$ cat src/design/cle_pkg.sv
// ============================================================================
// cle_pkg
// Shared types and codes of the circular list engine: pool size, index and
// count widths, operation codes and status codes.
// ============================================================================
package cle_pkg;

  localparam int CAPACITY = 16;
  localparam int IDX_W    = (CAPACITY > 1) ? $clog2(CAPACITY) : 1;
  localparam int CNT_W    = $clog2(CAPACITY + 1);
  localparam int VAL_W    = 32;

  typedef logic signed [VAL_W-1:0] value_t;
  typedef logic [IDX_W-1:0]        idx_t;
  typedef logic [CNT_W-1:0]        cnt_t;
  typedef logic [2:0]              kind_t;
  typedef logic [1:0]              status_t;

  localparam kind_t KIND_INS_HEAD  = 3'd0;
  localparam kind_t KIND_INS_TAIL  = 3'd1;
  localparam kind_t KIND_INS_AFTER = 3'd2;
  localparam kind_t KIND_DEL_HEAD  = 3'd3;
  localparam kind_t KIND_DEL_TAIL  = 3'd4;
  localparam kind_t KIND_DEL_MATCH = 3'd5;
  localparam kind_t KIND_DISPLAY   = 3'd6;

  localparam status_t STAT_OK       = 2'd0;
  localparam status_t STAT_EMPTY    = 2'd1;
  localparam status_t STAT_NOTFOUND = 2'd2;
  localparam status_t STAT_FULL     = 2'd3;

endpackage

$ cat src/design/cle_if.sv
// ============================================================================
// cle_if
// Valid/ready channels of the circular list engine: the operation channel
// and the result channel.
// ============================================================================
interface cle_in_if;
  import cle_pkg::*;

  logic   valid;
  logic   ready;
  kind_t  kind;
  value_t item_value;
  value_t match_value;

  modport source (output valid, output kind, output item_value, output match_value,
                  input ready);
  modport sink   (input valid, input kind, input item_value, input match_value,
                  output ready);
endinterface

interface cle_out_if;
  import cle_pkg::*;

  logic    valid;
  logic    ready;
  status_t status;
  value_t  out_value;
  logic    is_last;

  modport source (output valid, output status, output out_value, output is_last,
                  input ready);
  modport sink   (input valid, input status, input out_value, input is_last,
                  output ready);
endinterface

$ cat src/design/circular_list_engine.sv
// ============================================================================
// circular_list_engine
// Circular singly linked list of signed 32-bit values in a fixed node pool,
// with insert, delete, search and display operations walked through memory.
// ============================================================================
//
//   channel   direction  payload                           items per operation
//   in_ch     in         kind, item_value, match_value     1
//   out_ch    out        status, out_value, is_last        0 or 1 (display: 1..16)
//
// Node values and links sit in two memories with a registered read port; a
// walk follows one link per cycle unless a stalled result channel holds it.
// An insert into a non-empty list writes the new node and then, in a
// separate link write, points its predecessor at it; the unused code
// returns to idle with no result.
// Reset clears the in-use bits, tail and count at once; there is no clearing
// pass. A stalled result channel holds a display walk in place; other results
// wait in a result register while the next item is taken.
module circular_list_engine (
  input  logic      clk,
  input  logic      rst_n,
  cle_in_if.sink    in_ch,
  cle_out_if.source out_ch
);
  import cle_pkg::*;

  typedef enum logic [4:0] {
    ST_IDLE = 5'b00001,
    ST_HEAD = 5'b00010,
    ST_WALK = 5'b00100,
    ST_FIX  = 5'b01000,
    ST_EMIT = 5'b10000
  } state_t;

  // Node memories.
  value_t value_mem [CAPACITY];
  idx_t   link_mem  [CAPACITY];
  value_t rd_value_r;
  idx_t   rd_link_r;
  idx_t   raddr;
  logic   v_we;
  idx_t   v_waddr;
  value_t v_wdata;
  logic   l_we;
  idx_t   l_waddr;
  idx_t   l_wdata;

  state_t              state_r, state_nxt;
  kind_t               kind_r, kind_nxt;
  value_t              item_r, item_nxt;
  value_t              match_r, match_nxt;
  idx_t                tail_r, tail_nxt;
  cnt_t                count_r, count_nxt;
  logic [CAPACITY-1:0] in_use_r, in_use_nxt;
  idx_t                cur_r, cur_nxt;
  idx_t                prev_r, prev_nxt;
  cnt_t                idx_r, idx_nxt;
  idx_t                fix_addr_r, fix_addr_nxt;
  idx_t                fix_data_r, fix_data_nxt;
  status_t             res_status_r, res_status_nxt;
  value_t              res_value_r, res_value_nxt;

  logic    out_valid_r, out_valid_nxt;
  status_t out_status_r, out_status_nxt;
  value_t  out_value_r, out_value_nxt;
  logic    out_last_r, out_last_nxt;

  idx_t free_idx;
  logic out_free;
  logic push;
  logic walk_last;
  logic hit;
  logic ins_go;
  idx_t ins_p;
  logic rm_go;

  always_ff @(posedge clk) begin
    if (v_we) begin
      value_mem[v_waddr] <= v_wdata;
    end
    rd_value_r <= value_mem[raddr];
  end

  always_ff @(posedge clk) begin
    if (l_we) begin
      link_mem[l_waddr] <= l_wdata;
    end
    rd_link_r <= link_mem[raddr];
  end

  // Lowest-numbered free pool entry.
  always_comb begin
    free_idx = '0;
    for (int i = CAPACITY - 1; i >= 0; i--) begin
      if (!in_use_r[i]) begin
        free_idx = idx_t'(i);
      end
    end
  end

  assign out_free  = !out_valid_r || out_ch.ready;
  assign walk_last = ((idx_r + cnt_t'(1)) == count_r);
  assign hit = (kind_r == KIND_DEL_HEAD) ||
               ((kind_r == KIND_DEL_TAIL) && (cur_r == tail_r)) ||
               (((kind_r == KIND_INS_AFTER) || (kind_r == KIND_DEL_MATCH)) &&
                (rd_value_r == match_r));

  assign in_ch.ready = (state_r == ST_IDLE);

  always_comb begin
    state_nxt      = state_r;
    kind_nxt       = kind_r;
    item_nxt       = item_r;
    match_nxt      = match_r;
    tail_nxt       = tail_r;
    count_nxt      = count_r;
    in_use_nxt     = in_use_r;
    cur_nxt        = cur_r;
    prev_nxt       = prev_r;
    idx_nxt        = idx_r;
    fix_addr_nxt   = fix_addr_r;
    fix_data_nxt   = fix_data_r;
    res_status_nxt = res_status_r;
    res_value_nxt  = res_value_r;
    raddr          = cur_r;
    v_we           = 1'b0;
    v_waddr        = free_idx;
    v_wdata        = item_r;
    l_we           = 1'b0;
    l_waddr        = free_idx;
    l_wdata        = rd_link_r;
    push           = 1'b0;
    out_status_nxt = out_status_r;
    out_value_nxt  = out_value_r;
    out_last_nxt   = out_last_r;
    ins_go         = 1'b0;
    ins_p          = cur_r;
    rm_go          = 1'b0;

    unique case (state_r)
      ST_IDLE: begin
        raddr = tail_r;
        if (in_ch.valid) begin
          kind_nxt       = in_ch.kind;
          item_nxt       = in_ch.item_value;
          match_nxt      = in_ch.match_value;
          res_value_nxt  = '0;
          res_status_nxt = STAT_OK;
          unique case (in_ch.kind) inside
            KIND_INS_HEAD, KIND_INS_TAIL: begin
              if (count_r == cnt_t'(CAPACITY)) begin
                res_status_nxt = STAT_FULL;
                state_nxt      = ST_EMIT;
              end else if (count_r == '0) begin
                // First node links to itself and becomes the tail.
                v_we                 = 1'b1;
                v_wdata              = in_ch.item_value;
                l_we                 = 1'b1;
                l_wdata              = free_idx;
                in_use_nxt[free_idx] = 1'b1;
                count_nxt            = cnt_t'(1);
                tail_nxt             = free_idx;
                state_nxt            = ST_EMIT;
              end else begin
                state_nxt = ST_HEAD;
              end
            end
            KIND_INS_AFTER: begin
              if (count_r == '0) begin
                res_status_nxt = STAT_EMPTY;
                state_nxt      = ST_EMIT;
              end else if (count_r == cnt_t'(CAPACITY)) begin
                res_status_nxt = STAT_FULL;
                state_nxt      = ST_EMIT;
              end else begin
                state_nxt = ST_HEAD;
              end
            end
            KIND_DEL_HEAD, KIND_DEL_TAIL, KIND_DEL_MATCH, KIND_DISPLAY: begin
              if (count_r == '0) begin
                res_status_nxt = STAT_EMPTY;
                state_nxt      = ST_EMIT;
              end else begin
                state_nxt = ST_HEAD;
              end
            end
            default: begin
              state_nxt = ST_IDLE;
            end
          endcase
        end
      end

      ST_HEAD: begin
        // rd_link_r holds the tail's link, which is the head.
        if ((kind_r == KIND_INS_HEAD) || (kind_r == KIND_INS_TAIL)) begin
          ins_go = 1'b1;
          ins_p  = tail_r;
        end else begin
          raddr     = rd_link_r;
          cur_nxt   = rd_link_r;
          prev_nxt  = tail_r;
          idx_nxt   = '0;
          state_nxt = ST_WALK;
        end
      end

      ST_WALK: begin
        if (kind_r == KIND_DISPLAY) begin
          if (out_free) begin
            push           = 1'b1;
            out_status_nxt = STAT_OK;
            out_value_nxt  = rd_value_r;
            out_last_nxt   = walk_last;
            if (walk_last) begin
              state_nxt = ST_IDLE;
            end else begin
              raddr   = rd_link_r;
              cur_nxt = rd_link_r;
              idx_nxt = idx_r + cnt_t'(1);
            end
          end
        end else if (hit) begin
          if (kind_r == KIND_INS_AFTER) begin
            ins_go = 1'b1;
            ins_p  = cur_r;
          end else begin
            rm_go = 1'b1;
          end
        end else if (walk_last) begin
          res_status_nxt = STAT_NOTFOUND;
          state_nxt      = ST_EMIT;
        end else begin
          raddr    = rd_link_r;
          prev_nxt = cur_r;
          cur_nxt  = rd_link_r;
          idx_nxt  = idx_r + cnt_t'(1);
        end
      end

      ST_FIX: begin
        l_we      = 1'b1;
        l_waddr   = fix_addr_r;
        l_wdata   = fix_data_r;
        state_nxt = ST_EMIT;
      end

      ST_EMIT: begin
        if (out_free) begin
          push           = 1'b1;
          out_status_nxt = res_status_r;
          out_value_nxt  = res_value_r;
          out_last_nxt   = 1'b1;
          state_nxt      = ST_IDLE;
        end
      end

      default: begin
        state_nxt = ST_IDLE;
      end
    endcase

    // New node after ins_p: its link copies ins_p's link now, and ins_p is
    // pointed at it in the next cycle (ST_FIX), since the link memory has one write port.
    if (ins_go) begin
      v_we                 = 1'b1;
      l_we                 = 1'b1;
      l_waddr              = free_idx;
      l_wdata              = rd_link_r;
      in_use_nxt[free_idx] = 1'b1;
      count_nxt            = count_r + cnt_t'(1);
      fix_addr_nxt         = ins_p;
      fix_data_nxt         = free_idx;
      if ((kind_r == KIND_INS_TAIL) ||
          ((kind_r == KIND_INS_AFTER) && (ins_p == tail_r))) begin
        tail_nxt = free_idx;
      end
      res_status_nxt = STAT_OK;
      res_value_nxt  = '0;
      state_nxt      = ST_FIX;
    end

    // Unlink cur_r, whose predecessor is prev_r.
    if (rm_go) begin
      res_status_nxt    = STAT_OK;
      res_value_nxt     = rd_value_r;
      in_use_nxt[cur_r] = 1'b0;
      if (count_r <= cnt_t'(1)) begin
        count_nxt = '0;
        tail_nxt  = '0;
      end else begin
        l_we      = 1'b1;
        l_waddr   = prev_r;
        l_wdata   = rd_link_r;
        count_nxt = count_r - cnt_t'(1);
        if (cur_r == tail_r) begin
          tail_nxt = prev_r;
        end
      end
      state_nxt = ST_EMIT;
    end

    if (push) begin
      out_valid_nxt = 1'b1;
    end else if (out_ch.ready) begin
      out_valid_nxt = 1'b0;
    end else begin
      out_valid_nxt = out_valid_r;
    end
  end

  always_ff @(posedge clk) begin
    if (!rst_n) begin
      state_r     <= ST_IDLE;
      tail_r      <= '0;
      count_r     <= '0;
      in_use_r    <= '0;
      out_valid_r <= 1'b0;
    end else begin
      state_r     <= state_nxt;
      tail_r      <= tail_nxt;
      count_r     <= count_nxt;
      in_use_r    <= in_use_nxt;
      out_valid_r <= out_valid_nxt;
    end
  end

  always_ff @(posedge clk) begin
    kind_r       <= kind_nxt;
    item_r       <= item_nxt;
    match_r      <= match_nxt;
    cur_r        <= cur_nxt;
    prev_r       <= prev_nxt;
    idx_r        <= idx_nxt;
    fix_addr_r   <= fix_addr_nxt;
    fix_data_r   <= fix_data_nxt;
    res_status_r <= res_status_nxt;
    res_value_r  <= res_value_nxt;
    out_status_r <= out_status_nxt;
    out_value_r  <= out_value_nxt;
    out_last_r   <= out_last_nxt;
  end

  assign out_ch.valid     = out_valid_r;
  assign out_ch.status    = out_status_r;
  assign out_ch.out_value = out_value_r;
  assign out_ch.is_last   = out_last_r;

endmodule

$ cat src/flat_wrapper.sv
// flat-port wrapper written by rule: the top's interface ports become plain ports
module circular_list_engine_flat import cle_pkg::*;
  (clk, rst_n, in_ch_valid, in_ch_kind, in_ch_item_value, in_ch_match_value, in_ch_ready, out_ch_valid, out_ch_status, out_ch_out_value, out_ch_is_last, out_ch_ready);
  cle_in_if in_ch_i ();
  cle_out_if out_ch_i ();
  input  logic clk;
  input  logic rst_n;
  input wire logic [$bits(in_ch_i.valid)-1:0] in_ch_valid;
  input wire logic [$bits(in_ch_i.kind)-1:0] in_ch_kind;
  input wire logic [$bits(in_ch_i.item_value)-1:0] in_ch_item_value;
  input wire logic [$bits(in_ch_i.match_value)-1:0] in_ch_match_value;
  output wire logic [$bits(in_ch_i.ready)-1:0] in_ch_ready;
  output wire logic [$bits(out_ch_i.valid)-1:0] out_ch_valid;
  output wire logic [$bits(out_ch_i.status)-1:0] out_ch_status;
  output wire logic [$bits(out_ch_i.out_value)-1:0] out_ch_out_value;
  output wire logic [$bits(out_ch_i.is_last)-1:0] out_ch_is_last;
  input wire logic [$bits(out_ch_i.ready)-1:0] out_ch_ready;
  assign in_ch_i.valid = in_ch_valid;
  assign in_ch_i.kind = in_ch_kind;
  assign in_ch_i.item_value = in_ch_item_value;
  assign in_ch_i.match_value = in_ch_match_value;
  assign in_ch_ready = in_ch_i.ready;
  assign out_ch_valid = out_ch_i.valid;
  assign out_ch_status = out_ch_i.status;
  assign out_ch_out_value = out_ch_i.out_value;
  assign out_ch_is_last = out_ch_i.is_last;
  assign out_ch_i.ready = out_ch_ready;
  circular_list_engine u_core (.clk(clk), .rst_n(rst_n), .in_ch(in_ch_i), .out_ch(out_ch_i));
endmodule
$ cat config.mk
export PLATFORM = sky130hd
export DESIGN_NAME = circular_list_engine_flat
export DESIGN_NICKNAME = d
export VERILOG_FILES = /design/src/design/cle_pkg.sv /design/src/design/cle_if.sv /design/src/design/circular_list_engine.sv /design/src/flat_wrapper.sv
export SDC_FILE = /design/constraint.sdc
export NUM_CORES = 1
export LEC_CHECK = 0
export BUFFER_PORTS_ARGS = -buffer_cell sky130_fd_sc_hd__clkbuf_2
export CORE_ASPECT_RATIO = 1.25
export CORE_MARGIN = 8
export CORE_UTILIZATION = 55
export CTS_CLUSTER_SIZE = 24
export DETAILED_ROUTE_END_ITERATION = 6
export GPL_TIMING_DRIVEN = 0
export PLACE_DENSITY = 0.83
export SYNTH_ARGS = -nofsm -noshare
export SYNTH_HDL_FRONTEND = slang
export SYNTH_SLANG_ARGS = --single-unit
$ cat constraint.sdc
create_clock -name clk -period 6.7 [get_ports clk]
set_clock_uncertainty 0.2 [all_clocks]
set_input_delay 0.335 -clock clk [delete_from_list [all_inputs] [get_ports clk]]
set_output_delay 0.335 -clock clk [all_outputs]
set_load 0.05 [all_outputs]
==> metrics <==
synth cell count leaders 731 x edfxtp_1, 198 x nand2_1, 191 x mux2i_1; Initial Utilization 0.555; slowest stage cell, crit path or3_1; IO Pins 108; switching share of power 0.284; clock-pin slew on the worst setup and hold paths roughly 0.060 ns; synthesized area per cell about 15 um^2; Worst-Margin Slew about 1.3 ns; Core ar. slightly below 60,000 um^2; initial antenna violation count 4; WL per Instance roughly 26 um; Fmax roughly 180 MHz; xor and xnor area share after synthesis 0.0138; first-pass GRT wire length about 120,000 um; total of warnings raised by yosys 0; drt pass-1 iters 6; Setup crit end kind flop; compound-gate portion of the synthesized area 0.0705; Rows 99; slowest stage delay, CP about 1.1 ns; switching power between 0.003 and 0.004 W; sequential power share 0.485; Yosys cell types 73; Num CTS Buffers roughly 70; share of layout cells above drive strength 1 0.177; Placer Congestion between 0.8 and 0.9; r2r worst-path depth 9; Vias a little over 20,000; mapped cell area about 32,000 um^2; final setup vio count 0; kind of critical path flop to flop; internal power roughly 0.009 W; DIE AREA about 67,000 um^2; Pwr Total between 0.01 and 0.015 W; DR vias/cell 6.36; Worst setup SP type flop; RSZ-0062 raised after global routing no; number of global-route vias before repair between 20,000 and 25,000; IO buf count around 110; R2R Path End u_core.res_value_r[21]$_SDFFCE_PN0P_; Detail Placement HPWL between 50,000 and 60,000 um; WP data arrival around 5.7 ns; critical path depth 9; hold path depth 4; Lkg Pwr 12.5 nW; sequential area share after synthesis 0.724; CP Launch Point u_core.match_r[31]$_DFFE_PP_; Place WS ~1.3 ns; PnR worst setup slack 1.01 ns; Post-Syn Nets 2,203; Synth-to-Final Area Change 16.1%; combinational share of power 0.183; Async S/R FF share, synth 0; Die X about 230 um; Crit Path Max Fanout 32; max-cap viol count 0; antenna viol nets, final 0; VDD IR max ~310 uV; Slew Viols, Final 0; mux contribution to synthesized area 0.0880; main flop type after synthesis edfxtp_1; Starting DRT DRC Count ~2,700; wirelength, routed roughly 84,000 um; GRT Total Usage 0.246; CTS Root Cell clkbuf_16; r2r startpoint u_core.match_r[31]$_DFFE_PP_; #FFs+latches synth 800; Post-synth EDFFs about 730; CP top delay family simple AND/OR/NAND/NOR gates; power per standard cell area around 340 nW/um^2; Die Height around 290 um; Longest Clk Path Bufs 3; Final Hold Fails 0; r2r setup slk 1.01 ns; CTS Hold Buffers Added roughly 70; Net count, final around 2,500; dominant cell type by area after synthesis edfxtp_1; CTS-repair resized insts 0; Post-CTS Setup Bufs 0; Post-route DRC 0; Critical Path End u_core.res_value_r[21]$_SDFFCE_PN0P_; Synth top area share 0.681; min Tclk post-route 5.69 ns; Simple-Gate Fraction of Synth Area 0.0807; clk sink count 800; Slew HR 0.113; hold crit path type primary input to flop; Area contributors post-synth edfxtp_1 68%, mux2i_1 5.9%, dfxtp_1 4.3%, mux2_2 2.8%, o211ai_1 2.6%; top-count cell post-synth edfxtp_1; adder-cell share of the synthesized area 0.00155; Crit path required time 6.72 ns; CP cell instances xnor2_1 > nand4_1 > nor4_1 > and3_1 > o211ai_1 > a21oi_1 > clkbuf_1 > clkbuf_1 > or3_1; worst skew pair latency 0.63 ns; total grt overflow 0; largest family of logic cells by synthesized area multiplexers; H-tree Lvls 3; Clk network pwr share 0.332; worst path bufs/invs 2; final worst path period share 0.849; status finished clean; CTS tree yes; cells after synthesis roughly 2,100; most frequent CP cell clkbuf_1; pin count of the biggest net entering global routing just under 60
==> kinds of logic after synthesis <==
kind of cell | Yosys count
buffers and inverters | 143
muxes | 273
xor gates and xnor gates | 49
adders and majority gates | 4
and+or+nand+nor | 544
DFF | 800
AOI/OAI and AO/OA | 315
==> layout by cell type (no fill, tap or decap), drive strengths merged, types with 10 or more instances in the layout <==
master       count
nand2b          10
xor2            12
and3            41
a22oi           75
edfxtp         731
dfxtp           69
o221a           15
nor2            71
a21oi           16
clkbuf         253
nand2          198
inv             14
dlygate4sd3     69
clkinv          29
o211ai         113
nand4           16
buf             94
nand3          157
mux2i          191
o21ai           56
mux2            82
xnor2           36
==> worst min-delay path, delay by kind of cell <==
kind,cells,cell delay (ns)
buf+inv,1,0.07
compound gates,1,0.10
simple gates,2,0.28
==> area by class of cell <==
cell class,count,area [um^2]
sequential,800,23300
fill,3755,20700
multi-input combinational,1185,8330
clock buffer,93,1970
timing repair buffer,193,1690
tap,757,947
buffer,130,637
clock inverter,40,428
inverter,13,48.8
antenna,2,5.00
==> flip-flops by register name (all words and copies together) (netlist names) <==
name / flops
u_core.idx_r: 5
u_core.out_ch.out_value: 32
u_core.res_status_r: 2
u_core.item_r: 32
u_core.out_ch.is_last: 1
u_core.prev_r: 4
u_core.out_ch.valid: 1
u_core.cur_r: 4
u_core.count_r: 5
u_core.kind_r: 3
u_core.value_mem: 512
u_core.state_r: 5
u_core.rd_link_r: 4
u_core.out_ch.status: 2
u_core.link_mem: 64
u_core.fix_data_r: 4
u_core.match_r: 32
u_core.res_value_r: 32
u_core.tail_r: 4
u_core.rd_value_r: 32
u_core.in_use_r: 16
u_core.fix_addr_r: 4
==> power groups by stage <==
stage	Combinational, W	Clock, W	Sequential, W
2_1_floorplan	0.00136	0	0.00618
3_3_place_gp	0.00207	0	0.00620
3_5_place_dp	0.00218	0	0.00620
4_1_cts	0.00225	0.00419	0.00611
5_1_grt	0.00241	0.00437	0.00612
6_report	0.00231	0.00418	0.00611
==> layer usage <==
layer / GRT usage / share of wire
met1: 0.277 / 0.35
met2: 0.434 / 0.51
met3: 0.0463 / 0.090
met4: 0.140 / 0.052
met5: 0 / 0
==> metrics by stage <==
stage,instances,TNS [ns],hold WS (ns),utilization,instance area (um^2)
floorplan,2128,0,0.227,-,32200
global placement,2991,-386.40,0.248,0.580,33700
detailed placement,3009,0,0.255,0.590,34300
CTS,3211,0,0.00637,0.644,37400
global route,3211,0,0.0795,0.644,37400
finish,3213,0,0.0297,0.644,37400
==> worst min-delay path by stage <==
| stage | startpoint | end | slack [ns] |
|---|---|---|---|
| after floorplan | u_core.res_status_r[0]$_SDFFE_PN0P_ | u_core.res_status_r[0]$_SDFFE_PN0P_ | 0.23 |
| after global placement | u_core.res_status_r[0]$_SDFFE_PN0P_ | u_core.res_status_r[0]$_SDFFE_PN0P_ | 0.25 |
| after detailed placement | u_core.res_status_r[0]$_SDFFE_PN0P_ | u_core.res_status_r[0]$_SDFFE_PN0P_ | 0.25 |
| after CTS | out_ch_ready | u_core.state_r[4]$_SDFFE_PN0P_ | 0.006 |
| after global routing | out_ch_ready | u_core.state_r[4]$_SDFFE_PN0P_ | 0.08 |
| final | out_ch_ready | u_core.state_r[4]$_SDFFE_PN0P_ | 0.03 |
Note: power is estimated with default switching activity, not from simulation.
